<file path="src/kalman_filter_pos_vel_3axis_core_defines.svh">
// Assertion macros for the three-axis Kalman filter core.
`ifndef KALMAN_FILTER_POS_VEL_3AXIS_CORE_DEFINES_SVH
`define KALMAN_FILTER_POS_VEL_3AXIS_CORE_DEFINES_SVH
`ifndef SYNTHESIS
`define KFPV_ASSERT_IMPLY(label, ante, cons) \
    label: assert property (@(posedge clk) disable iff (!rst_n) (ante) |-> (cons)) \
        else $error("kfpv assertion failed");
`define KFPV_ASSERT_NEXT(label, ante, cons) \
    label: assert property (@(posedge clk) disable iff (!rst_n) (ante) |=> (cons)) \
        else $error("kfpv assertion failed");
`else
`define KFPV_ASSERT_IMPLY(label, ante, cons)
`define KFPV_ASSERT_NEXT(label, ante, cons)
`endif
`endif

</file>
<file path="src/kfpv_pkg.sv">
// Package: types, constants and microcode for the Kalman filter core.
`default_nettype none
package kfpv_pkg;

    localparam int FRAC_BITS  = 16;
    localparam int AXES       = 3;
    localparam int AXIS_W     = (AXES > 1) ? $clog2(AXES) : 1;
    localparam int DATA_W     = 32;
    localparam int NREG       = 8;
    localparam int REG_IDX_W  = 3;
    localparam int PADDR_W    = REG_IDX_W + 2;
    localparam int NFIELD     = 10;
    localparam int FIELD_W    = 4;
    localparam int MEM_DEPTH  = NFIELD << AXIS_W;
    localparam int MEM_ADDR_W = FIELD_W + AXIS_W;
    localparam int NSLOT      = 16;
    localparam int SLOT_W     = 4;
    localparam int SRC_W      = 5;
    localparam int PC_W       = 5;
    localparam int DIVD_W     = DATA_W + FRAC_BITS;
    localparam int DIV_CNT_W  = $clog2(DIVD_W);

    typedef logic signed [DATA_W-1:0] q_t;

    localparam q_t Q_MAX     = q_t'(32'sh7FFF_FFFF);
    localparam q_t Q_MIN     = q_t'(32'sh8000_0000);
    localparam q_t Q_ZERO    = q_t'(0);
    localparam q_t Q_ONE     = q_t'(1 << FRAC_BITS);
    localparam q_t Q_HALF    = q_t'(1 << (FRAC_BITS - 1));
    localparam q_t Q_QUARTER = q_t'(1 << (FRAC_BITS - 2));
    localparam logic [DATA_W-1:0] REG_RESET = 32'd65536;

    localparam logic [REG_IDX_W-1:0] REG_Q0       = 3'd0;
    localparam logic [REG_IDX_W-1:0] REG_R0       = 3'd3;
    localparam logic [REG_IDX_W-1:0] REG_INIT_POS = 3'd6;
    localparam logic [REG_IDX_W-1:0] REG_INIT_VEL = 3'd7;

    typedef enum logic [1:0] {
        OPC_PREDICT = 2'd0,
        OPC_UPDATE  = 2'd1,
        OPC_SKIP    = 2'd2,
        OPC_NOP     = 2'd3
    } opcode_t;

    typedef enum logic [FIELD_W-1:0] {
        F_POS, F_VEL, F_PPOS, F_PVEL, F_CPOS, F_CCRS, F_CVEL, F_PCPOS, F_PCCRS, F_PCVEL
    } field_t;

    // operand codes: slots 0..15 (state fields then temps), then inputs and constants
    typedef enum logic [SRC_W-1:0] {
        SRC_POS, SRC_VEL, SRC_PPOS, SRC_PVEL, SRC_CPOS, SRC_CCRS, SRC_CVEL,
        SRC_PCPOS, SRC_PCCRS, SRC_PCVEL,
        SRC_T0, SRC_T1, SRC_T2, SRC_T3, SRC_T4, SRC_T5,
        SRC_TIME, SRC_ACC, SRC_MEAS, SRC_QN, SRC_RN,
        SRC_ONE, SRC_HALF, SRC_QUARTER, SRC_ZERO
    } src_t;

    typedef enum logic [1:0] {ALU_ADD, ALU_SUB, ALU_MUL, ALU_DIV} alu_op_t;

    typedef struct packed {
        alu_op_t op;
        src_t    dst;
        src_t    a;
        src_t    b;
    } uop_t;

    typedef struct packed {
        logic pos_var;
        logic vel_var;
    } cfg_evt_t;

    typedef enum logic [2:0] {
        SEQ_IDLE, SEQ_LOAD, SEQ_OPRD, SEQ_ISSUE, SEQ_WAIT, SEQ_WB, SEQ_DONE
    } seq_state_t;

    typedef enum logic [1:0] {A_IDLE, A_MULRND, A_DIVRUN, A_DIVFIN} alu_state_t;

    function automatic q_t clamp_u(input logic [DATA_W-1:0] v);
        return v[DATA_W-1] ? Q_MAX : q_t'(v);
    endfunction

    function automatic uop_t mk(input alu_op_t op, input src_t d, input src_t a, input src_t b);
        return uop_t'{op, d, a, b};
    endfunction

    function automatic uop_t predict_uop(input logic [PC_W-1:0] pc);
        uop_t u;
        case (pc)
            5'd0:    u = mk(ALU_MUL, SRC_T0, SRC_TIME, SRC_TIME);   // t2
            5'd1:    u = mk(ALU_MUL, SRC_T1, SRC_T0, SRC_TIME);     // t3
            5'd2:    u = mk(ALU_MUL, SRC_T2, SRC_T0, SRC_T0);       // t4
            5'd3:    u = mk(ALU_MUL, SRC_T3, SRC_TIME, SRC_CCRS);   // t*Pc
            5'd4:    u = mk(ALU_MUL, SRC_T4, SRC_TIME, SRC_VEL);
            5'd5:    u = mk(ALU_ADD, SRC_T4, SRC_POS, SRC_T4);
            5'd6:    u = mk(ALU_MUL, SRC_T5, SRC_T0, SRC_ACC);
            5'd7:    u = mk(ALU_MUL, SRC_T5, SRC_T5, SRC_HALF);
            5'd8:    u = mk(ALU_ADD, SRC_PPOS, SRC_T4, SRC_T5);
            5'd9:    u = mk(ALU_MUL, SRC_T4, SRC_TIME, SRC_ACC);
            5'd10:   u = mk(ALU_ADD, SRC_PVEL, SRC_VEL, SRC_T4);
            5'd11:   u = mk(ALU_ADD, SRC_T4, SRC_CPOS, SRC_T3);
            5'd12:   u = mk(ALU_ADD, SRC_T4, SRC_T4, SRC_T3);
            5'd13:   u = mk(ALU_MUL, SRC_T5, SRC_T0, SRC_CVEL);
            5'd14:   u = mk(ALU_ADD, SRC_T4, SRC_T4, SRC_T5);
            5'd15:   u = mk(ALU_MUL, SRC_T5, SRC_T2, SRC_QUARTER);
            5'd16:   u = mk(ALU_MUL, SRC_T5, SRC_T5, SRC_QN);
            5'd17:   u = mk(ALU_ADD, SRC_PCPOS, SRC_T4, SRC_T5);
            5'd18:   u = mk(ALU_MUL, SRC_T4, SRC_TIME, SRC_CVEL);
            5'd19:   u = mk(ALU_ADD, SRC_T4, SRC_CCRS, SRC_T4);
            5'd20:   u = mk(ALU_MUL, SRC_T5, SRC_T1, SRC_HALF);
            5'd21:   u = mk(ALU_MUL, SRC_T5, SRC_T5, SRC_QN);
            5'd22:   u = mk(ALU_ADD, SRC_PCCRS, SRC_T4, SRC_T5);
            5'd23:   u = mk(ALU_MUL, SRC_T4, SRC_T0, SRC_QN);
            5'd24:   u = mk(ALU_ADD, SRC_PCVEL, SRC_CVEL, SRC_T4);
            default: u = mk(ALU_ADD, SRC_T0, SRC_ZERO, SRC_ZERO);
        endcase
        return u;
    endfunction

    function automatic uop_t update_uop(input logic [PC_W-1:0] pc);
        uop_t u;
        case (pc)
            5'd0:    u = mk(ALU_ADD, SRC_T0, SRC_PCPOS, SRC_RN);    // s
            5'd1:    u = mk(ALU_DIV, SRC_T1, SRC_PCPOS, SRC_T0);    // kx
            5'd2:    u = mk(ALU_DIV, SRC_T2, SRC_PCCRS, SRC_T0);    // ky
            5'd3:    u = mk(ALU_SUB, SRC_T3, SRC_MEAS, SRC_PPOS);   // innovation
            5'd4:    u = mk(ALU_MUL, SRC_T4, SRC_T1, SRC_T3);
            5'd5:    u = mk(ALU_ADD, SRC_POS, SRC_PPOS, SRC_T4);
            5'd6:    u = mk(ALU_MUL, SRC_T4, SRC_T2, SRC_T3);
            5'd7:    u = mk(ALU_ADD, SRC_VEL, SRC_PVEL, SRC_T4);
            5'd8:    u = mk(ALU_SUB, SRC_T3, SRC_ONE, SRC_T1);      // m = 1 - kx
            5'd9:    u = mk(ALU_MUL, SRC_T4, SRC_T3, SRC_T3);
            5'd10:   u = mk(ALU_MUL, SRC_T4, SRC_T4, SRC_PCPOS);
            5'd11:   u = mk(ALU_MUL, SRC_T5, SRC_T1, SRC_T1);
            5'd12:   u = mk(ALU_MUL, SRC_T5, SRC_T5, SRC_RN);
            5'd13:   u = mk(ALU_ADD, SRC_CPOS, SRC_T4, SRC_T5);
            5'd14:   u = mk(ALU_MUL, SRC_T4, SRC_T2, SRC_PCPOS);
            5'd15:   u = mk(ALU_SUB, SRC_T4, SRC_PCCRS, SRC_T4);
            5'd16:   u = mk(ALU_MUL, SRC_T4, SRC_T3, SRC_T4);
            5'd17:   u = mk(ALU_MUL, SRC_T5, SRC_T1, SRC_T2);
            5'd18:   u = mk(ALU_MUL, SRC_T5, SRC_T5, SRC_RN);
            5'd19:   u = mk(ALU_ADD, SRC_CCRS, SRC_T4, SRC_T5);
            5'd20:   u = mk(ALU_MUL, SRC_T0, SRC_T2, SRC_T2);       // ky*ky
            5'd21:   u = mk(ALU_MUL, SRC_T1, SRC_T2, SRC_PCCRS);    // ky*Pc
            5'd22:   u = mk(ALU_MUL, SRC_T4, SRC_T0, SRC_PCPOS);
            5'd23:   u = mk(ALU_ADD, SRC_T5, SRC_T1, SRC_T1);
            5'd24:   u = mk(ALU_SUB, SRC_T4, SRC_T4, SRC_T5);
            5'd25:   u = mk(ALU_ADD, SRC_T4, SRC_T4, SRC_PCVEL);
            5'd26:   u = mk(ALU_MUL, SRC_T5, SRC_T0, SRC_RN);
            5'd27:   u = mk(ALU_ADD, SRC_CVEL, SRC_T4, SRC_T5);
            default: u = mk(ALU_ADD, SRC_T0, SRC_ZERO, SRC_ZERO);
        endcase
        return u;
    endfunction

    function automatic uop_t skip_uop(input logic [PC_W-1:0] pc);
        uop_t u;
        case (pc)
            5'd0:    u = mk(ALU_ADD, SRC_POS, SRC_PPOS, SRC_ZERO);
            5'd1:    u = mk(ALU_ADD, SRC_VEL, SRC_PVEL, SRC_ZERO);
            5'd2:    u = mk(ALU_ADD, SRC_CPOS, SRC_PCPOS, SRC_ZERO);
            5'd3:    u = mk(ALU_ADD, SRC_CCRS, SRC_PCCRS, SRC_ZERO);
            5'd4:    u = mk(ALU_ADD, SRC_CVEL, SRC_PCVEL, SRC_ZERO);
            default: u = mk(ALU_ADD, SRC_T0, SRC_ZERO, SRC_ZERO);
        endcase
        return u;
    endfunction

    function automatic uop_t prog_uop(input opcode_t opc, input logic [PC_W-1:0] pc);
        uop_t u;
        case (opc)
            OPC_PREDICT: u = predict_uop(pc);
            OPC_UPDATE:  u = update_uop(pc);
            default:     u = skip_uop(pc);
        endcase
        return u;
    endfunction

    function automatic logic [PC_W-1:0] prog_len(input opcode_t opc);
        logic [PC_W-1:0] n;
        case (opc)
            OPC_PREDICT: n = 5'd25;
            OPC_UPDATE:  n = 5'd28;
            OPC_SKIP:    n = 5'd5;
            default:     n = 5'd0;
        endcase
        return n;
    endfunction

endpackage
`default_nettype wire

</file>
<file path="src/kfpv_regs.sv">
// APB configuration registers.
`default_nettype none
module kfpv_regs (
    input  wire logic                             clk,
    input  wire logic                             rst_n,
    input  wire logic                             psel,
    input  wire logic                             penable,
    input  wire logic                             pwrite,
    input  wire logic [kfpv_pkg::PADDR_W-1:0]     paddr,
    input  wire logic [31:0]                      pwdata,
    output logic [31:0]                           prdata,
    output logic                                  pready,
    output logic [31:0]                           cfg_val [kfpv_pkg::NREG],
    output kfpv_pkg::cfg_evt_t                    cfg_evt
);
    logic [31:0] regs_reg [kfpv_pkg::NREG];
    logic [kfpv_pkg::REG_IDX_W-1:0] idx;
    logic wr;

    assign idx    = paddr[kfpv_pkg::PADDR_W-1:2];
    assign wr     = psel && penable && pwrite;
    assign pready = 1'b1;

    always_ff @(posedge clk or negedge rst_n)
    begin
        if (!rst_n)
        begin
            for (int i = 0; i < kfpv_pkg::NREG; i++)
            begin
                regs_reg[i] <= kfpv_pkg::REG_RESET;
            end
        end
        else if (wr)
        begin
            regs_reg[idx] <= pwdata;
        end
    end

    always_comb
    begin
        prdata          = regs_reg[idx];
        cfg_evt.pos_var = wr && (idx == kfpv_pkg::REG_INIT_POS);
        cfg_evt.vel_var = wr && (idx == kfpv_pkg::REG_INIT_VEL);
        for (int i = 0; i < kfpv_pkg::NREG; i++)
        begin
            cfg_val[i] = regs_reg[i];
        end
    end
endmodule
`default_nettype wire

</file>
<file path="config.mk">
export PLATFORM = sky130hd
export DESIGN_NAME = kfpv_regs
export DESIGN_NICKNAME = d
export VERILOG_FILES = /design/src/kalman_filter_pos_vel_3axis_core_defines.svh /design/src/kfpv_pkg.sv /design/src/kfpv_regs.sv
export SDC_FILE = /design/constraint.sdc
export NUM_CORES = 1
export LEC_CHECK = 0
export ABC_AREA = 0
export BUFFER_PORTS_ARGS = -buffer_cell sky130_fd_sc_hd__buf_2
export CAP_MARGIN = 20
export CORE_MARGIN = 2
export CORE_UTILIZATION = 54
export CTS_BUF_LIST = sky130_fd_sc_hd__clkbuf_4
export DETAILED_ROUTE_END_ITERATION = 8
export GPL_TIMING_DRIVEN = 0
export PLACE_DENSITY = 0.83
export SYNTH_ARGS = -nofsm -noshare
export SYNTH_HDL_FRONTEND = slang
export SYNTH_SLANG_ARGS = --single-unit
</file>
<file path="constraint.sdc">
create_clock -name clk -period 1.7 [get_ports clk]
set_clock_uncertainty 0.1 [all_clocks]
set_input_delay 0.17 -clock clk [delete_from_list [all_inputs] [get_ports clk]]
set_output_delay 0.17 -clock clk [all_outputs]
set_load 0.01 [all_outputs]
</file>
==> results by group, run 1 <==
Status
  • Status: complete, but fails checks
  • Failing checks: negative setup slack

Critical path
  • Worst setup startpoint: cfg_val[79]$_DFFE_PN0P_
  • Slowest-stage cell, CP: mux4_2
  • Worst-path cell chain: mux4_2, mux2_4, buf_6
  • Type of origin of the critical path: flip-flop
  • Reg2reg start: cfg_val[255]$_DFFE_PN0P_
  • WS Path Type: flip-flop to primary output
  • Largest stage delay on the critical path: 0.50 ns
  • CP Capture Type: primary output
  • CP Max Fanout: 3
  • CP arrival: 1.98 ns
  • Worst EP required: approximately 1.4 ns

Placement
  • Port Buf Inserts: 328
  • Hpwl dp: between 20,000 and 25,000 microns
  • Pre-CTS WS: -0.525 ns
  • Placed Instances: 1,270
  • Placed cell areas: 0.0135 sq mm
  • GP Congestion: 0.817

Clock network
  • Clk root buf: clkbuf_4
  • CTS tree: done
  • TritonCTS Buffers: 68
  • Register clock-pin slew on the reported worst setup and hold paths: 0.07 ns
  • CTS sink cnt: around 260
  • Clk_lat worst skew: 0.63 ns
  • Longest Clk Path Bufs: 3
  • CTS H-Tree Depth: 3

Timing
  • Crit path time final: 2.25 ns
  • Final setup viols: 35
  • Final Cycle Share: 132%
  • Peak Freq: 0.444 GHz
  • Slew headroom: 25.6%
  • Slew @ Worst Pin: 1.12 ns
  • RSZ-0062 raised after global routing: yes
  • Max-slew violations: 0
  • Post-route setup slack: -0.551 ns
  • Hold Fails Final Rpt: 0

GRT
  • First-pass GRT wire length: roughly 54,000 microns
  • Grt ovf: 0
  • Largest net degree at the start of global routing: ~130
  • Vias in the first global route: between 9,000 and 10,000
  • Gr usage total: 32.5%
  • Initial antenna violation count: 2

Detailed routing
  • Via count: 8,775
  • Average vias per placed instance: 5.63
  • First drt pass iteration count: 4
  • Routed WL per cell: 23.7 microns
  • Drt first-iter violations: 430
  • DRC Markers: 0
  • Detailed Route WL: 37,000 microns
  • Final ANT Viol Nets: 0

Floorplan
  • Core area: 0.0209 sq mm
  • Width of the die: 150 microns
  • Overall die height: 150 microns
  • Placement row count: 53
  • Die area: 0.0224 sq mm
  • Starting Density: between 50 and 60%
  • Num ports: 333

Layout
  • Finished Layout Cells: approximately 1,600
  • Share of layout cells above drive strength 1: about three quarters
  • Finished Cell Area: between 0.015 and 0.02 sq mm
  • Fillers: 1,236
  • Final net count: approximately 1,300
  • Largest register FFs: 256
  • Area growth, synth to finish: 41.6%

Pwr
  • Peak ir drop on the vdd network: between 0.8 and 0.9 mV
  • Lkg Pwr: 0.00828 uW
  • PwrDens: 1240 mW/mm^2

Synth
  • Mapped Area: 0.0114 sq mm
  • Avg Cell Area, Syn: 17.2 sq um
  • Post-synthesis sequential area ratio: 56.1%
  • Syn_nets: 707
  • Register bit total from synthesis: approximately 260
  • Cells after Synth: approximately 670
  • Synth Warn #: 0
  • Post-synthesis cell type count: 17

Worst hold path
  • Hold WC Path Type: primary input to asynchronous set/reset pin

Job
  • MaxCap Viol Count: 0
-- Yosys cell counts (all sizes together) --
| cell | count | area share (%) |
|---|---|---|
| mux2 | 288 | 28 |
| mux4 | 64 | 13 |
| nand4b | 1 | 0.077 |
| nor3 | 2 | 0.18 |
| clkbuf | 3 | 0.098 |
| dfrtp | 248 | 54 |
| conb | 1 | 0.033 |
| dfstp | 8 | 1.8 |
| nand2b | 2 | 0.11 |
| buf | 40 | 2.1 |
| nand2 | 1 | 0.033 |
| nand4 | 1 | 0.055 |
| nor2 | 6 | 0.24 |
-- cells by family after synthesis --
group / Yosys count / synth area share (%)
AND/OR/NAND/NOR: 13 / 0.689
multiplexers: 352 / 41.0
flip-flops: 256 / 56.1
buffers and inverters: 43 / 2.22
other: 1 / 0.0328
-- placed cells by master, fill, tap and decap left out --
master	instances
mux2_1	32
nand4b_1	1
nand2_1	1
diode_2	2
buf_4	126
nand4_1	1
conb_1	1
nor2_1	4
dfrtp_1	248
bufinv_16	2
nand2b_1	2
clkbuf_4	97
mux4_2	64
clkbuf_16	1
buf_8	1
clkbuf_1	3
dlygate4sd3_1	41
mux2_2	237
clkinv_1	10
buf_2	313
nor3_2	1
dfstp_2	8
mux2_4	19
nor3_4	1
buf_6	63
nor2_4	2
buf_16	2
inv_2	2
-- routing by layer --
metal	up-vias	track usage, %	part of all wire [%]
li1	3712	-	-
met1	4525	39.6	37
met2	464	54.2	51
met3	74	10.3	8.9
met4	0	13.0	2.5
met5	-	0	0
-- where the power goes --
group          leakage (uW)  internal, uW  switching (uW)
clock              0.000494          2880            2530
combinational       0.00453          3700            2750
sequential          0.00325          7320             852
-- worst max-delay path: cells and delay by family (launching register included) --
| family | cells | cell delay (ns) |
|---|---|---|
| flip-flops | 1 | 0.39 |
| buffers and inverters | 1 | 0.12 |
| multiplexers | 2 | 0.80 |
-- through the flow --
step	setup TNS [ns]	utilization, %	power, uW	hold WS (ns)
after floorplan	0	-	10700	-0.226
after global placement	-1148.06	64.3	12900	0.386
after detailed placement	-99.09	64.6	13000	-0.0627
after CTS	-16.51	75.3	19400	0.000403
after global routing	-18.73	77.5	21000	0.0622
final	-16.15	77.5	20000	0.0337
-- path summary, 6_finish.rpt --
| kind | endpoint | slack [ns] | cells after the start |
|---|---|---|---|
| min reg2reg | cfg_val[10]$_DFFE_PN0P_ | 0.41 | 1 |
| max reg2reg | cfg_val[255]$_DFFE_PN0P_ | 0.04 | 4 |
| min in group clk | cfg_val[223]$_DFFE_PN0P_ | 0.08 | 3 |
| max | prdata[15] | -0.55 | 3 |
| min | cfg_val[46]$_DFFE_PN0P_ | 0.03 | 3 |
| max in group asynchronous | cfg_val[107]$_DFFE_PN0P_ | 0.69 | 4 |
-- final cells by class --
type	instances	area [sq um]	area share, %
Sequential cell	256	6420	39.6
Clock inverter	14	105	0.649
Timing Repair Buffer	508	3480	21.5
Antenna cell	2	5.00	0.0309
Buffer	43	262	1.62
Multi-Input combinational cell	366	4850	30.0
Tap cell	275	344	2.13
Clock buffer	96	721	4.45
-- what timing repair did --
item	4_1_cts	5_1_grt
setup buffers	101	35
hold buffers	41	0
endpoints found under the hold margin	506	0
resized for setup	48	38
endpoints found under the setup margin	34	36
pin swaps	2	0
Power figures use the tool's default switching activity.
==> run 2: changes to the inputs <==
CORE_UTILIZATION = 49   (was 54)
PLACE_DENSITY = 0.79   (was 0.83)
clock period = 1.9 ns   (was 1.7 ns; I/O delays follow)
==> results by group, run 2 (synthesis results as in run 1) <==
Detailed routing
  • Routed WL per cell: 22.3 microns (-6.1%)
  • Average vias per placed instance: 5.35 (-4.9%)
  • First drt pass iteration count: 4 (unchanged)
  • Final ANT Viol Nets: 0 (unchanged)
  • Drt first-iter violations: 444 (+3.3%)
  • Detailed Route WL: 35,800 microns (-3.4%)
  • DRC Markers: 0 (unchanged)
  • Via count: 8,590 (-2.1%)

Timing
  • Slew @ Worst Pin: 1.01 ns (-0.106 ns)
  • Hold WS: 0.0749 ns (+0.0412 ns)
  • Hold Fails Final Rpt: 0 (unchanged)
  • RSZ-0062 raised after global routing: yes
  • Final Cycle Share: 119%
  • Peak Freq: 0.443 GHz
  • Post-route setup slack: -0.357 ns (+0.193 ns)
  • Setup TNS: -9.94 ns (+6.21 ns)
  • Crit path time final: around 2.3 ns
  • Max-slew violations: 0 (unchanged)
  • Final setup viols: 32 (-8.6%)
  • Slew headroom: 32.6% (+7.1 points)

Layout
  • Area of the multi-input gates: 0.00486 sq mm (+0.10%)
  • Area growth, synth to finish: 40.9%
  • Share of layout cells above drive strength 1: 73.4% (+0.17 points)
  • Largest register FFs: 256 (unchanged)
  • Finished Cell Area: 0.0161 sq mm (-0.46%)
  • Finished Layout Cells: 1,605 (+2.9%)
  • Final net count: 1,285 (unchanged)
  • Fillers: 1,538 (+24%)
  • Most frequent cells in the layout: buf_2 (326), dfrtp_1 (248), mux2_2 (234)
  • Reg area: 0.00642 sq mm (unchanged)
  • Most common cell after layout, fill and taps aside: buf_2

Floorplan
  • Width of the die: 157 microns (+4.8%)
  • Core area: 0.0228 sq mm (+9.0%)
  • Placement row count: 55 (+3.8%)
  • Num ports: 333 (unchanged)
  • Die area: 0.0246 sq mm (+9.9%)
  • Starting Density: 50.2% (-4.5 points)
  • Overall die height: 157 microns (+4.8%)

Pwr
  • Peak ir drop on the vdd network: 0.754 mV (-11%)
  • Lkg Pwr: 0.00826 uW (-0.20%)
  • PwrDens: 1100 mW/mm^2 (-11%)

Critical path
  • Worst EP required: 1.61 ns (+0.18 ns)
  • CP Max Fanout: 2 (-1)
  • Type of origin of the critical path: flip-flop
  • CP arrival: 1.97 ns (about the same)
  • CP Capture Type: primary output
  • WS Path Type: flip-flop to primary output

Clock network
  • Longest Clk Path Bufs: 3 (unchanged)
  • TritonCTS Buffers: 68 (unchanged)
  • Register clock-pin slew on the reported worst setup and hold paths: 0.06 ns (about the same)
  • Clk root buf: clkbuf_4
  • CTS sink cnt: 256 (unchanged)
  • CTS H-Tree Depth: 3 (unchanged)
  • Clk_lat worst skew: 0.65 ns (+0.02 ns)
  • CTS tree: done

Placement
  • Port Buf Inserts: 328 (unchanged)
  • GP Congestion: 0.797 (-2.4%)
  • Hpwl dp: 22,300 microns (+1.2%)
  • Pre-CTS WS: -0.376 ns (+0.150 ns)
  • Placed Instances: 1,308 (+3.0%)
  • Placed cell areas: 0.0135 sq mm (+0.35%)

Status
  • Failing checks: negative setup slack
  • Status: complete, but fails checks

GRT
  • Largest net degree at the start of global routing: 113 (-9.6%)
  • Vias in the first global route: 9,310 (-0.93%)
  • Gr usage total: 29.2% (-3.3 points)
  • First-pass GRT wire length: 53,400 microns (-1.8%)
  • Grt ovf: 0 (unchanged)
  • Initial antenna violation count: 2 (unchanged)

Worst hold path
  • Hold WC Path Type: primary input to flip-flop

Job
  • MaxCap Viol Count: 0 (unchanged)
-- run 2: stage by stage --
step | util [%] | total power, uW
global route | 70.8 | 18700
floorplan | - | 9610
CTS | 69.6 | 17600
global placement | 59.1 | 11500
finish | 70.8 | 17800
detailed placement | 59.4 | 11700
-- run 2: routing by layer --
metal	vias up	global-route usage [%]	share of wire, %
met3	61	9.14	8.8
li1	3718	-	-
met4	2	11.4	2.2
met5	-	0	0.039
met2	391	48.4	51
met1	4418	35.8	39
-- run 2: power breakdown --
part	switching [uW]	leakage [uW]	internal (uW)	total (uW)
Clock	2240	0.000514	2620	4870
Combinational	2420	0.00449	3240	5660
Sequential	734	0.00325	6540	7280
-- run 2: worst max-delay path: stages, from the launching register on --
cell     delay (ns)
dfrtp_1        0.42
mux4_2         0.52
mux2_4         0.29
buf_6          0.12
-- run 2: area by class of cell --
class,instances,share of cell area [%]
diodes,1,0.0155
plain buffers,43,1.61
clock buffers,97,4.52
clock inverters,21,0.831
multi-input cells,366,30.2
flip-flops and latches,256,39.8
well taps,313,2.43
repair buffers,508,20.6
-- run 2: path summary, 6_finish.rpt --
check | start | to | slack (ns) | depth (start not counted)
setup / recovery | cfg_val[36]$_DFFE_PN0P_ | prdata[4] | -0.36 | 3
hold / removal | paddr[4] | cfg_val[159]$_DFFE_PN0P_ | 0.07 | 4
setup reg to reg | cfg_val[3]$_DFFE_PN0P_ | cfg_val[3]$_DFFE_PN0P_ | 0.76 | 3
hold reg to reg | cfg_val[5]$_DFFE_PN0P_ | cfg_val[5]$_DFFE_PN0P_ | 0.41 | 1
max in group asynchronous | rst_n | cfg_val[224]$_DFFE_PN0P_ | 0.33 | 4
min in group asynchronous | rst_n | cfg_val[206]$_DFFE_PN0P_ | 0.48 | 3
-- run 2: what timing repair did --
item | 4_1_cts | 5_1_grt
hold buffers | 36 | 0
endpoints found under the hold margin | 505 | 0
endpoints found under the setup margin | 34 | 33
setup buffers | 112 | 30
pin swaps | 0 | 1
resized for setup | 50 | 10
