==> config.mk <==
export PLATFORM = sky130hd
export DESIGN_NAME = kfpv_alu
export DESIGN_NICKNAME = d
export VERILOG_FILES = /design/src/kalman_filter_pos_vel_3axis_core_defines.svh /design/src/kfpv_pkg.sv /design/src/kfpv_alu.sv
export SDC_FILE = /design/constraint.sdc
export NUM_CORES = 2
export LEC_CHECK = 0
export BUFFER_PORTS_ARGS = -buffer_cell sky130_fd_sc_hd__clkbuf_2
export CORE_MARGIN = 3
export CORE_UTILIZATION = 67
export CTS_CLUSTER_DIAMETER = 150
export DETAILED_ROUTE_END_ITERATION = 6
export MAX_ROUTING_LAYER = met4
export PLACE_DENSITY = 0.89
export SYNTH_ARGS = -nofsm -noshare
export SYNTH_HDL_FRONTEND = slang
export SYNTH_SLANG_ARGS = --single-unit
==> constraint.sdc <==
create_clock -name clk -period 7.3 [get_ports clk]
set_input_delay 1.095 -clock clk [delete_from_list [all_inputs] [get_ports clk]]
set_output_delay 1.095 -clock clk [all_outputs]
set_load 0.02 [all_outputs]
==> src/kalman_filter_pos_vel_3axis_core_defines.svh <==
// Assertion macros for the three-axis Kalman filter core.
`ifndef KALMAN_FILTER_POS_VEL_3AXIS_CORE_DEFINES_SVH
`define KALMAN_FILTER_POS_VEL_3AXIS_CORE_DEFINES_SVH
`ifndef SYNTHESIS
`define KFPV_ASSERT_IMPLY(label, ante, cons) \
    label: assert property (@(posedge clk) disable iff (!rst_n) (ante) |-> (cons)) \
        else $error("kfpv assertion failed");
`define KFPV_ASSERT_NEXT(label, ante, cons) \
    label: assert property (@(posedge clk) disable iff (!rst_n) (ante) |=> (cons)) \
        else $error("kfpv assertion failed");
`else
`define KFPV_ASSERT_IMPLY(label, ante, cons)
`define KFPV_ASSERT_NEXT(label, ante, cons)
`endif
`endif

==> src/kfpv_pkg.sv <==
// Package: types, constants and microcode for the Kalman filter core.
`default_nettype none
package kfpv_pkg;

    localparam int FRAC_BITS  = 16;
    localparam int AXES       = 3;
    localparam int AXIS_W     = (AXES > 1) ? $clog2(AXES) : 1;
    localparam int DATA_W     = 32;
    localparam int NREG       = 8;
    localparam int REG_IDX_W  = 3;
    localparam int PADDR_W    = REG_IDX_W + 2;
    localparam int NFIELD     = 10;
    localparam int FIELD_W    = 4;
    localparam int MEM_DEPTH  = NFIELD << AXIS_W;
    localparam int MEM_ADDR_W = FIELD_W + AXIS_W;
    localparam int NSLOT      = 16;
    localparam int SLOT_W     = 4;
    localparam int SRC_W      = 5;
    localparam int PC_W       = 5;
    localparam int DIVD_W     = DATA_W + FRAC_BITS;
    localparam int DIV_CNT_W  = $clog2(DIVD_W);

    typedef logic signed [DATA_W-1:0] q_t;

    localparam q_t Q_MAX     = q_t'(32'sh7FFF_FFFF);
    localparam q_t Q_MIN     = q_t'(32'sh8000_0000);
    localparam q_t Q_ZERO    = q_t'(0);
    localparam q_t Q_ONE     = q_t'(1 << FRAC_BITS);
    localparam q_t Q_HALF    = q_t'(1 << (FRAC_BITS - 1));
    localparam q_t Q_QUARTER = q_t'(1 << (FRAC_BITS - 2));
    localparam logic [DATA_W-1:0] REG_RESET = 32'd65536;

    localparam logic [REG_IDX_W-1:0] REG_Q0       = 3'd0;
    localparam logic [REG_IDX_W-1:0] REG_R0       = 3'd3;
    localparam logic [REG_IDX_W-1:0] REG_INIT_POS = 3'd6;
    localparam logic [REG_IDX_W-1:0] REG_INIT_VEL = 3'd7;

    typedef enum logic [1:0] {
        OPC_PREDICT = 2'd0,
        OPC_UPDATE  = 2'd1,
        OPC_SKIP    = 2'd2,
        OPC_NOP     = 2'd3
    } opcode_t;

    typedef enum logic [FIELD_W-1:0] {
        F_POS, F_VEL, F_PPOS, F_PVEL, F_CPOS, F_CCRS, F_CVEL, F_PCPOS, F_PCCRS, F_PCVEL
    } field_t;

    // operand codes: slots 0..15 (state fields then temps), then inputs and constants
    typedef enum logic [SRC_W-1:0] {
        SRC_POS, SRC_VEL, SRC_PPOS, SRC_PVEL, SRC_CPOS, SRC_CCRS, SRC_CVEL,
        SRC_PCPOS, SRC_PCCRS, SRC_PCVEL,
        SRC_T0, SRC_T1, SRC_T2, SRC_T3, SRC_T4, SRC_T5,
        SRC_TIME, SRC_ACC, SRC_MEAS, SRC_QN, SRC_RN,
        SRC_ONE, SRC_HALF, SRC_QUARTER, SRC_ZERO
    } src_t;

    typedef enum logic [1:0] {ALU_ADD, ALU_SUB, ALU_MUL, ALU_DIV} alu_op_t;

    typedef struct packed {
        alu_op_t op;
        src_t    dst;
        src_t    a;
        src_t    b;
    } uop_t;

    typedef struct packed {
        logic pos_var;
        logic vel_var;
    } cfg_evt_t;

    typedef enum logic [2:0] {
        SEQ_IDLE, SEQ_LOAD, SEQ_OPRD, SEQ_ISSUE, SEQ_WAIT, SEQ_WB, SEQ_DONE
    } seq_state_t;

    typedef enum logic [1:0] {A_IDLE, A_MULRND, A_DIVRUN, A_DIVFIN} alu_state_t;

    function automatic q_t clamp_u(input logic [DATA_W-1:0] v);
        return v[DATA_W-1] ? Q_MAX : q_t'(v);
    endfunction

    function automatic uop_t mk(input alu_op_t op, input src_t d, input src_t a, input src_t b);
        return uop_t'{op, d, a, b};
    endfunction

    function automatic uop_t predict_uop(input logic [PC_W-1:0] pc);
        uop_t u;
        case (pc)
            5'd0:    u = mk(ALU_MUL, SRC_T0, SRC_TIME, SRC_TIME);   // t2
            5'd1:    u = mk(ALU_MUL, SRC_T1, SRC_T0, SRC_TIME);     // t3
            5'd2:    u = mk(ALU_MUL, SRC_T2, SRC_T0, SRC_T0);       // t4
            5'd3:    u = mk(ALU_MUL, SRC_T3, SRC_TIME, SRC_CCRS);   // t*Pc
            5'd4:    u = mk(ALU_MUL, SRC_T4, SRC_TIME, SRC_VEL);
            5'd5:    u = mk(ALU_ADD, SRC_T4, SRC_POS, SRC_T4);
            5'd6:    u = mk(ALU_MUL, SRC_T5, SRC_T0, SRC_ACC);
            5'd7:    u = mk(ALU_MUL, SRC_T5, SRC_T5, SRC_HALF);
            5'd8:    u = mk(ALU_ADD, SRC_PPOS, SRC_T4, SRC_T5);
            5'd9:    u = mk(ALU_MUL, SRC_T4, SRC_TIME, SRC_ACC);
            5'd10:   u = mk(ALU_ADD, SRC_PVEL, SRC_VEL, SRC_T4);
            5'd11:   u = mk(ALU_ADD, SRC_T4, SRC_CPOS, SRC_T3);
            5'd12:   u = mk(ALU_ADD, SRC_T4, SRC_T4, SRC_T3);
            5'd13:   u = mk(ALU_MUL, SRC_T5, SRC_T0, SRC_CVEL);
            5'd14:   u = mk(ALU_ADD, SRC_T4, SRC_T4, SRC_T5);
            5'd15:   u = mk(ALU_MUL, SRC_T5, SRC_T2, SRC_QUARTER);
            5'd16:   u = mk(ALU_MUL, SRC_T5, SRC_T5, SRC_QN);
            5'd17:   u = mk(ALU_ADD, SRC_PCPOS, SRC_T4, SRC_T5);
            5'd18:   u = mk(ALU_MUL, SRC_T4, SRC_TIME, SRC_CVEL);
            5'd19:   u = mk(ALU_ADD, SRC_T4, SRC_CCRS, SRC_T4);
            5'd20:   u = mk(ALU_MUL, SRC_T5, SRC_T1, SRC_HALF);
            5'd21:   u = mk(ALU_MUL, SRC_T5, SRC_T5, SRC_QN);
            5'd22:   u = mk(ALU_ADD, SRC_PCCRS, SRC_T4, SRC_T5);
            5'd23:   u = mk(ALU_MUL, SRC_T4, SRC_T0, SRC_QN);
            5'd24:   u = mk(ALU_ADD, SRC_PCVEL, SRC_CVEL, SRC_T4);
            default: u = mk(ALU_ADD, SRC_T0, SRC_ZERO, SRC_ZERO);
        endcase
        return u;
    endfunction

    function automatic uop_t update_uop(input logic [PC_W-1:0] pc);
        uop_t u;
        case (pc)
            5'd0:    u = mk(ALU_ADD, SRC_T0, SRC_PCPOS, SRC_RN);    // s
            5'd1:    u = mk(ALU_DIV, SRC_T1, SRC_PCPOS, SRC_T0);    // kx
            5'd2:    u = mk(ALU_DIV, SRC_T2, SRC_PCCRS, SRC_T0);    // ky
            5'd3:    u = mk(ALU_SUB, SRC_T3, SRC_MEAS, SRC_PPOS);   // innovation
            5'd4:    u = mk(ALU_MUL, SRC_T4, SRC_T1, SRC_T3);
            5'd5:    u = mk(ALU_ADD, SRC_POS, SRC_PPOS, SRC_T4);
            5'd6:    u = mk(ALU_MUL, SRC_T4, SRC_T2, SRC_T3);
            5'd7:    u = mk(ALU_ADD, SRC_VEL, SRC_PVEL, SRC_T4);
            5'd8:    u = mk(ALU_SUB, SRC_T3, SRC_ONE, SRC_T1);      // m = 1 - kx
            5'd9:    u = mk(ALU_MUL, SRC_T4, SRC_T3, SRC_T3);
            5'd10:   u = mk(ALU_MUL, SRC_T4, SRC_T4, SRC_PCPOS);
            5'd11:   u = mk(ALU_MUL, SRC_T5, SRC_T1, SRC_T1);
            5'd12:   u = mk(ALU_MUL, SRC_T5, SRC_T5, SRC_RN);
            5'd13:   u = mk(ALU_ADD, SRC_CPOS, SRC_T4, SRC_T5);
            5'd14:   u = mk(ALU_MUL, SRC_T4, SRC_T2, SRC_PCPOS);
            5'd15:   u = mk(ALU_SUB, SRC_T4, SRC_PCCRS, SRC_T4);
            5'd16:   u = mk(ALU_MUL, SRC_T4, SRC_T3, SRC_T4);
            5'd17:   u = mk(ALU_MUL, SRC_T5, SRC_T1, SRC_T2);
            5'd18:   u = mk(ALU_MUL, SRC_T5, SRC_T5, SRC_RN);
            5'd19:   u = mk(ALU_ADD, SRC_CCRS, SRC_T4, SRC_T5);
            5'd20:   u = mk(ALU_MUL, SRC_T0, SRC_T2, SRC_T2);       // ky*ky
            5'd21:   u = mk(ALU_MUL, SRC_T1, SRC_T2, SRC_PCCRS);    // ky*Pc
            5'd22:   u = mk(ALU_MUL, SRC_T4, SRC_T0, SRC_PCPOS);
            5'd23:   u = mk(ALU_ADD, SRC_T5, SRC_T1, SRC_T1);
            5'd24:   u = mk(ALU_SUB, SRC_T4, SRC_T4, SRC_T5);
            5'd25:   u = mk(ALU_ADD, SRC_T4, SRC_T4, SRC_PCVEL);
            5'd26:   u = mk(ALU_MUL, SRC_T5, SRC_T0, SRC_RN);
            5'd27:   u = mk(ALU_ADD, SRC_CVEL, SRC_T4, SRC_T5);
            default: u = mk(ALU_ADD, SRC_T0, SRC_ZERO, SRC_ZERO);
        endcase
        return u;
    endfunction

    function automatic uop_t skip_uop(input logic [PC_W-1:0] pc);
        uop_t u;
        case (pc)
            5'd0:    u = mk(ALU_ADD, SRC_POS, SRC_PPOS, SRC_ZERO);
            5'd1:    u = mk(ALU_ADD, SRC_VEL, SRC_PVEL, SRC_ZERO);
            5'd2:    u = mk(ALU_ADD, SRC_CPOS, SRC_PCPOS, SRC_ZERO);
            5'd3:    u = mk(ALU_ADD, SRC_CCRS, SRC_PCCRS, SRC_ZERO);
            5'd4:    u = mk(ALU_ADD, SRC_CVEL, SRC_PCVEL, SRC_ZERO);
            default: u = mk(ALU_ADD, SRC_T0, SRC_ZERO, SRC_ZERO);
        endcase
        return u;
    endfunction

    function automatic uop_t prog_uop(input opcode_t opc, input logic [PC_W-1:0] pc);
        uop_t u;
        case (opc)
            OPC_PREDICT: u = predict_uop(pc);
            OPC_UPDATE:  u = update_uop(pc);
            default:     u = skip_uop(pc);
        endcase
        return u;
    endfunction

    function automatic logic [PC_W-1:0] prog_len(input opcode_t opc);
        logic [PC_W-1:0] n;
        case (opc)
            OPC_PREDICT: n = 5'd25;
            OPC_UPDATE:  n = 5'd28;
            OPC_SKIP:    n = 5'd5;
            default:     n = 5'd0;
        endcase
        return n;
    endfunction

endpackage
`default_nettype wire

==> src/kfpv_alu.sv <==
// Shared arithmetic unit: saturating add/sub, rounded Q multiply, iterative Q divide.
`default_nettype none
module kfpv_alu (
    input  wire logic               clk,
    input  wire logic               rst_n,
    input  wire logic               start,
    input  wire kfpv_pkg::alu_op_t  op,
    input  wire kfpv_pkg::q_t       a,
    input  wire kfpv_pkg::q_t       b,
    output logic                    done,
    output kfpv_pkg::q_t            result
);
    kfpv_pkg::alu_state_t state_reg, state_next;
    logic                 done_reg;
    kfpv_pkg::q_t         result_reg;
    logic signed [2*kfpv_pkg::DATA_W-1:0] prod_reg;
    logic [kfpv_pkg::DIVD_W-1:0]   quo_reg;
    logic [kfpv_pkg::DATA_W-1:0]   rem_reg;
    logic [kfpv_pkg::DATA_W-1:0]   div_reg;
    logic                          neg_reg;
    logic [kfpv_pkg::DIV_CNT_W-1:0] cnt_reg;

    logic signed [kfpv_pkg::DATA_W:0]     sum;
    logic signed [2*kfpv_pkg::DATA_W-1:0] rnd;
    logic [kfpv_pkg::DATA_W-1:0]          mag;
    logic [kfpv_pkg::DATA_W-1:0]          trial;
    logic                                 fits;
    kfpv_pkg::q_t                         sum_sat, mul_sat, div_sat;

    always_comb
    begin
        sum = (op == kfpv_pkg::ALU_SUB) ? ({a[31], a} - {b[31], b}) : ({a[31], a} + {b[31], b});
        if (sum[kfpv_pkg::DATA_W] != sum[kfpv_pkg::DATA_W-1])
        begin
            sum_sat = sum[kfpv_pkg::DATA_W] ? kfpv_pkg::Q_MIN : kfpv_pkg::Q_MAX;
        end
        else
        begin
            sum_sat = kfpv_pkg::q_t'(sum[kfpv_pkg::DATA_W-1:0]);
        end

        // round half up then floor shift
        rnd = (prod_reg + (64'sd1 <<< (kfpv_pkg::FRAC_BITS - 1))) >>> kfpv_pkg::FRAC_BITS;
        if (rnd > 64'sd2147483647)
        begin
            mul_sat = kfpv_pkg::Q_MAX;
        end
        else if (rnd < -64'sd2147483648)
        begin
            mul_sat = kfpv_pkg::Q_MIN;
        end
        else
        begin
            mul_sat = kfpv_pkg::q_t'(rnd[kfpv_pkg::DATA_W-1:0]);
        end

        mag   = a[kfpv_pkg::DATA_W-1] ? (32'd0 - a) : a;
        trial = {rem_reg[kfpv_pkg::DATA_W-2:0], quo_reg[kfpv_pkg::DIVD_W-1]};

        // quotient magnitude to signed with saturation
        if (neg_reg)
        begin
            fits    = (quo_reg <= kfpv_pkg::DIVD_W'(33'h1_0000_0000 >> 1));
            div_sat = fits ? kfpv_pkg::q_t'(32'd0 - quo_reg[kfpv_pkg::DATA_W-1:0])
                           : kfpv_pkg::Q_MIN;
        end
        else
        begin
            fits    = (quo_reg <= kfpv_pkg::DIVD_W'(32'h7FFF_FFFF));
            div_sat = fits ? kfpv_pkg::q_t'(quo_reg[kfpv_pkg::DATA_W-1:0]) : kfpv_pkg::Q_MAX;
        end

        state_next = state_reg;
        case (state_reg)
            kfpv_pkg::A_IDLE:
            begin
                if (start && op == kfpv_pkg::ALU_MUL)
                begin
                    state_next = kfpv_pkg::A_MULRND;
                end
                else if (start && op == kfpv_pkg::ALU_DIV && b > kfpv_pkg::Q_ZERO)
                begin
                    state_next = kfpv_pkg::A_DIVRUN;
                end
            end
            kfpv_pkg::A_MULRND: state_next = kfpv_pkg::A_IDLE;
            kfpv_pkg::A_DIVRUN:
            begin
                if (cnt_reg == '0)
                begin
                    state_next = kfpv_pkg::A_DIVFIN;
                end
            end
            kfpv_pkg::A_DIVFIN: state_next = kfpv_pkg::A_IDLE;
            default:            state_next = kfpv_pkg::A_IDLE;
        endcase
    end

    always_ff @(posedge clk or negedge rst_n)
    begin
        if (!rst_n)
        begin
            state_reg <= kfpv_pkg::A_IDLE;
            done_reg  <= 1'b0;
        end
        else
        begin
            state_reg <= state_next;
            done_reg  <= 1'b0;
            case (state_reg)
                kfpv_pkg::A_IDLE:
                begin
                    if (start && (op == kfpv_pkg::ALU_ADD || op == kfpv_pkg::ALU_SUB ||
                                  (op == kfpv_pkg::ALU_DIV && b <= kfpv_pkg::Q_ZERO)))
                    begin
                        done_reg <= 1'b1;
                    end
                end
                kfpv_pkg::A_MULRND: done_reg <= 1'b1;
                kfpv_pkg::A_DIVFIN: done_reg <= 1'b1;
                default:            done_reg <= 1'b0;
            endcase
        end
    end

    always_ff @(posedge clk)
    begin
        case (state_reg)
            kfpv_pkg::A_IDLE:
            begin
                if (start)
                begin
                    case (op)
                        kfpv_pkg::ALU_MUL: prod_reg <= a * b;
                        kfpv_pkg::ALU_DIV:
                        begin
                            result_reg <= kfpv_pkg::Q_ZERO;
                            neg_reg    <= a[kfpv_pkg::DATA_W-1];
                            quo_reg    <= {mag, kfpv_pkg::FRAC_BITS'(0)};
                            rem_reg    <= '0;
                            div_reg    <= b;
                            cnt_reg    <= kfpv_pkg::DIV_CNT_W'(kfpv_pkg::DIVD_W - 1);
                        end
                        default: result_reg <= sum_sat;
                    endcase
                end
            end
            kfpv_pkg::A_MULRND: result_reg <= mul_sat;
            kfpv_pkg::A_DIVRUN:
            begin
                cnt_reg <= cnt_reg - 1'b1;
                if (trial >= div_reg)
                begin
                    rem_reg <= trial - div_reg;
                    quo_reg <= {quo_reg[kfpv_pkg::DIVD_W-2:0], 1'b1};
                end
                else
                begin
                    rem_reg <= trial;
                    quo_reg <= {quo_reg[kfpv_pkg::DIVD_W-2:0], 1'b0};
                end
            end
            kfpv_pkg::A_DIVFIN: result_reg <= div_sat;
            default:            result_reg <= result_reg;
        endcase
    end

    assign done   = done_reg;
    assign result = result_reg;
endmodule
`default_nettype wire

==> results by stage, run 1 <==
Outcome:
- The run stopped with a tool error.
- The run ended at 5_1_grt.
- The tool reported: "[ERROR GRT-0232] Routing congestion too high. Check the congestion heatmap in the GUI".

GRT:
- The aggregate global-route resource usage is 0.601.
- For this run the aggregate overflow at the end of global routing stands at 7.
- The number of antenna violations at the first check in global routing is 32.
- The pin count of the biggest net entering global routing is 68.

Die:
- For this configuration, the core starts out at a cell density of 0.678.
- The floorplan step set the die width to 281 um.
- During I/O placement, the number of pins put on the boundary was 102.
- In this run the core area contains 100 standard-cell rows.
- The vertical die dimension is 281 um.

Synth:
- The most frequently used cell type in the post-synthesis netlist is sky130_fd_sc_hd__inv_1.
- The number of nets handed over by synthesis was 6901.
- The distinct cell type count after synthesis is 78.
- Sorting the synthesized cells by area gives the leading types as sky130_fd_sc_hd__fa_1 (43%), sky130_fd_sc_hd__edfxtp_1 (12%), sky130_fd_sc_hd__inv_1 (8.8%), sky130_fd_sc_hd__and2_1 (6.3%), sky130_fd_sc_hd__ha_1 (6.2%).
- The number of flops mapped to enable cells by yosys is 199.
- Yosys printed 0 warnings.
- For this run, asynchronously set or reset flops after synthesis account for 0.0149.
- The proportion of synthesized chip area in sequential cells is 0.119.
- Synthesis produced a netlist whose cell count is 5498.
- Summing every instance area after synthesis gives 50600 sq um.
- The post-synthesis cell type with the largest combined area is sky130_fd_sc_hd__fa_1.
- By count the netlist is led by sky130_fd_sc_hd__inv_1 (1181), sky130_fd_sc_hd__fa_1 (1083), sky130_fd_sc_hd__nand2_1 (644).
- The area share of the largest cell type after synthesis is 0.428.
- The synthesized area divided by synthesized cell count is 9.21 sq um.
- In this run, synthesis produced a sequential element count of 202.
- Among all flip-flop cells after synthesis, the most frequent one is sky130_fd_sc_hd__edfxtp_1.

CTS:
- The number of buffers on the longest clock path is 3.
- In this run the number of H-tree levels came out at 1.
- For this design, the CTS-stage hold fixing added 0 buffers.
- Buffers inserted during clock tree synthesis total 22.
- The clock sink count is 202.
- The tree is rooted in a sky130_fd_sc_hd__clkbuf_16.

Placed design:
- The global placer's final weighted congestion is 1.04.
- The half-perimeter wire length after placement is 133000 um.
- During placement, the flow inserted port buffers numbering 101.
- The placement-stage cell area is 55600 sq um.

STA:
- When the last timing repair stopped, the worst path ended at prod_reg[60]$_DFFE_PP_/D.
- After the last repair the worst path ends at a register input.
logic make-up after synthesis:
kind of cell	share of synthesized area
AND/OR/NAND/NOR	0.164
buffers and inverters	0.111
adder cells (fa/ha/maj)	0.490
AO/OA/AOI/OAI	0.0797
XOR/XNOR	0.0353
flip-flops	0.119
multiplexers	0.000791
through the flow:
stage          hold slack, ns   util  instances  TNS [ns]  setup slack [ns]
2_1_floorplan           0.522      -       5498    -17.81             -1.07
3_3_place_gp            0.543  0.744       6756    -46.61             -1.29
3_5_place_dp            0.547  0.744       6756    -52.42             -1.54
4_1_cts                 0.379  0.784       6854    -13.13            -0.532
per-layer routing:
metal / GRT usage / overflow
met3: 0.384 / 0
met2: 0.782 / 4
met5: - / -
met4: 0.529 / 3
met1: 0.618 / 0
timing repair:
action                     in CTS
gates cloned                   11
resized for setup             366
setup endpoints to repair      48
buffers inserted               56
pin swaps                     184
==> inputs of run 2 (changes only) <==
--- a/config.mk
+++ b/config.mk
@@ -7,11 +7,9 @@
 export LEC_CHECK = 0
 export BUFFER_PORTS_ARGS = -buffer_cell sky130_fd_sc_hd__clkbuf_2
 export CORE_MARGIN = 3
-export CORE_UTILIZATION = 67
-export CTS_CLUSTER_DIAMETER = 150
+export CORE_UTILIZATION = 40
 export DETAILED_ROUTE_END_ITERATION = 6
-export MAX_ROUTING_LAYER = met4
-export PLACE_DENSITY = 0.89
+export PLACE_DENSITY_LB_ADDON = 0.15
 export SYNTH_ARGS = -nofsm -noshare
 export SYNTH_HDL_FRONTEND = slang
 export SYNTH_SLANG_ARGS = --single-unit
==> results by stage, run 2 <==
Route:
- The routed wire length is 169000 um.
- After detailed routing, the number of remaining DRC violations is 0.
- For this run, the detailed router's first-pass iteration total came to 5.
- The via count normalized by instance count is 5.23.
- The DRC violation total after the first TritonRoute iteration is 2752.
- After detailed routing, the average wire length per cell comes to 22.4 um.
- The final route contains 39473 vias.
- The count of nets left with antenna violations once routing finished came out at 0.

Synth:
- The cell area after synthesis is 50600 sq um.
- Counting every instance in the synthesized netlist gives 5498.
- The synthesized area divided by synthesized cell count is 9.21 sq um.
- The number of nets in the synthesized netlist is 6901.
- The warning count from the yosys run is 0.
- In the synthesized netlist, the cells that appear most often are sky130_fd_sc_hd__inv_1 (1181), sky130_fd_sc_hd__fa_1 (1083), sky130_fd_sc_hd__nand2_1 (644).
- After synthesis the netlist holds a flip-flop and latch count of 202.
- The post-synthesis async set-or-reset flop share is 0.0149.
- The number of flops mapped to enable cells by yosys is 199.
- The most frequently used cell type in the post-synthesis netlist is sky130_fd_sc_hd__inv_1.
- Of the post-synthesis cell area, the dominant cell type holds 0.428.
- Of the synthesized area, sequential elements account for 0.119.
- The leading register cell type out of synthesis is sky130_fd_sc_hd__edfxtp_1.
- The post-synthesis cell type with the largest combined area is sky130_fd_sc_hd__fa_1.
- Yosys attributes the largest share of cell area to sky130_fd_sc_hd__fa_1 (43%), sky130_fd_sc_hd__edfxtp_1 (12%), sky130_fd_sc_hd__inv_1 (8.8%), sky130_fd_sc_hd__and2_1 (6.3%), sky130_fd_sc_hd__ha_1 (6.2%).
- The distinct cell type count after synthesis is 78.

Die:
- The die covers 131000 sq um.
- The floorplan has 129 rows.
- The die is 362 um tall.
- In this run the count of I/O pins placed on the die edge is 102.
- The die is 362 um wide.
- The initial core utilization is 0.406.
- The core region is 125000 sq um.

Outcome:
- The flow ran to the end, but the final reports show violations.
- The checks that failed: negative setup slack.

STA:
- The transition at the pin with the smallest max-transition slack is 1.21 ns.
- The time the worst path needs with I/O delays and setup is 7.92 ns.
- The highest clock rate is 0.126 GHz.
- The final critical-path setup slack is -0.616 ns.
- The worst hold margin is 0.326 ns.
- Setup repair after global routing could not meet its margin everywhere.
- Setup violations remaining at the end of the flow were counted as 38.
- On the final layout, the worst clock skew is 0.0234 ns.
- The number of hold violations in the final report came to 0.
- Summed over all failing endpoints, the final setup total negative slack is -15.16 ns.
- The headroom to the max-slew limit is 0.190.
- The part of the cycle the worst path needs is 1.08.
- The number of max-slew violations in the final report came to 0.

GRT:
- In the global route stage, overall resource usage came out at 0.260.
- The via count of the first global-routing pass is 41864.
- The first global-routing pass estimated 259000 um of wire.
- The pin count of the biggest net entering global routing is 65.
- After global routing the overflow that remains totals 0.
- The number of antenna violations at the first check in global routing is 14.

CTS:
- The TritonCTS clock tree is built.
- After clock tree synthesis, the clock-pin slew on the worst setup and hold paths is 0.07 ns.
- The number of H-tree branching levels is 1.
- The number of buffers on the longest clock path is 3.
- Clock tree synthesis selected as its root buffer the cell sky130_fd_sc_hd__clkbuf_16.
- The number of CTS-inserted buffers is 24.
- The later pin in the worst-skew pair is clocked with a latency of 0.56 ns.
- Buffers inserted to repair hold after CTS numbered 0.
- The clock sink count is 202.

Flow run:
- The count of max-cap constraint violations is 0.

Layout:
- The number of filler instances in the final layout is 12015.
- The register with the most flip-flops in the layout has 49 of them.
- In the final layout, flip-flops and latches occupy 6050 sq um.
- Of the cells placed in the final design, the portion with a size suffix greater than 1 is 0.162.
- The area occupied by multi-input gates is 40100 sq um.
- The area growth from synthesis to layout is 17.9%.
- The most common library cell in the layout ignoring fill and taps is sky130_fd_sc_hd__inv_1.
- The final net count is 7290.
- In the layout the commonest cells are sky130_fd_sc_hd__inv_1 (1146), sky130_fd_sc_hd__fa_1 (1039), sky130_fd_sc_hd__nand2_1 (634), sky130_fd_sc_hd__and2_1 (495), sky130_fd_sc_hd__buf_4 (439).

Min path:
- The tightest min-delay check is of the in2async type.

Placed design:
- At the end of routability-driven placement, the weighted congestion stood at 0.934.
- Input and output buffers added on the ports amount to 101.
- The half-perimeter wire length after placement is 141000 um.

Setup path:
- Of all nets on the critical path, the largest fanout is 6.
- The delay contributed by the slowest stage of the critical path is 0.61 ns.
- STA classifies the critical path startpoint as an input port.
- The classification of the worst setup path is in2reg.
- At the worst endpoint, the required time is 7.62 ns.
- The setup slack of the most critical reg-to-reg path is 2.12 ns.
- The cell with the largest stage delay on the worst path is sky130_fd_sc_hd__fa_2.
- STA classifies the critical path endpoint as a register.
- STA puts the critical path data arrival time at 8.23 ns.
- The cell with the most instances on the worst path is sky130_fd_sc_hd__fa_1.
[run 2: final timing paths]
| kind | start | depth (start not counted) | endpoint |
|---|---|---|---|
| max reg2reg | quo_reg[47] | 12 | rem_reg[16] |
| min in group clk | quo_reg[34] | 2 | quo_reg[35] |
| max | b[7] | 29 | prod_reg[52] |
| max in group asynchronous | rst_n | 1 | done |
| min | rst_n | 1 | state_reg[1] |
| min reg2reg | quo_reg[34] | 2 | quo_reg[35] |
[run 2: final cells by class]
type / instances / area share
Tap cell: 1637 / 0.0343
Antenna cell: 9 / 0.000377
Sequential cell: 202 / 0.101
Timing Repair Buffer: 668 / 0.104
Inverter: 1182 / 0.0744
Clock buffer: 28 / 0.0107
Clock inverter: 16 / 0.00256
Multi-Input combinational cell: 3809 / 0.672
[run 2: metal layers]
metal | GRT usage | vias up | routed length, um
li1 | - | 17698 | -
met1 | 0.354 | 20329 | 72100
met2 | 0.443 | 1193 | 81700
met3 | 0.0243 | 253 | 9260
met4 | 0.0731 | 0 | 6090
met5 | 0 | - | 0
[run 2: kinds of logic (layout without fill, tap and decap cells)]
logic type / after synthesis / in the layout / share of synthesized area
AOI/OAI and AO/OA: 622 / 622 / 0.0797
xor gates and xnor gates: 204 / 204 / 0.0353
adders and majority gates: 1334 / 1334 / 0.490
buffers and inverters: 1487 / 1894 / 0.111
DFF: 202 / 202 / 0.119
muxes: 4 / 4 / 0.000791
other: 0 / 9 / 0
and+or+nand+nor: 1645 / 1645 / 0.164
[run 2: timing repair]
action                                  CTS  global route
buffers inserted                         30            23
cloned                                    2             4
pin swaps                               123            64
endpoints found under the setup margin   47            45
resized for setup                       181           119
[run 2: critical path, delay by kind of cell]
kind            cells  cell delay, ns
buf+inv            10            0.84
fa+ha+maj           9            4.26
xor+xnor            1            0.13
simple gates        3            0.68
compound gates      6            1.20
[run 2: stage by stage]
stage               utilization  std cells  instance area [sq um]  worst slack [ns]
finish                    0.478       7551                  59700            -0.616
global route              0.478       7546                  59700            -0.778
CTS                       0.473       7525                  59100            -0.608
detailed placement        0.458       7451                  57200             -1.57
global placement          0.458       7451                  57200             -1.57
floorplan                     -       5498                  51400             -1.07
Power of run 2 is not shown: default switching activity piles up to over one toggle a cycle in this logic, so the estimate is an artifact.
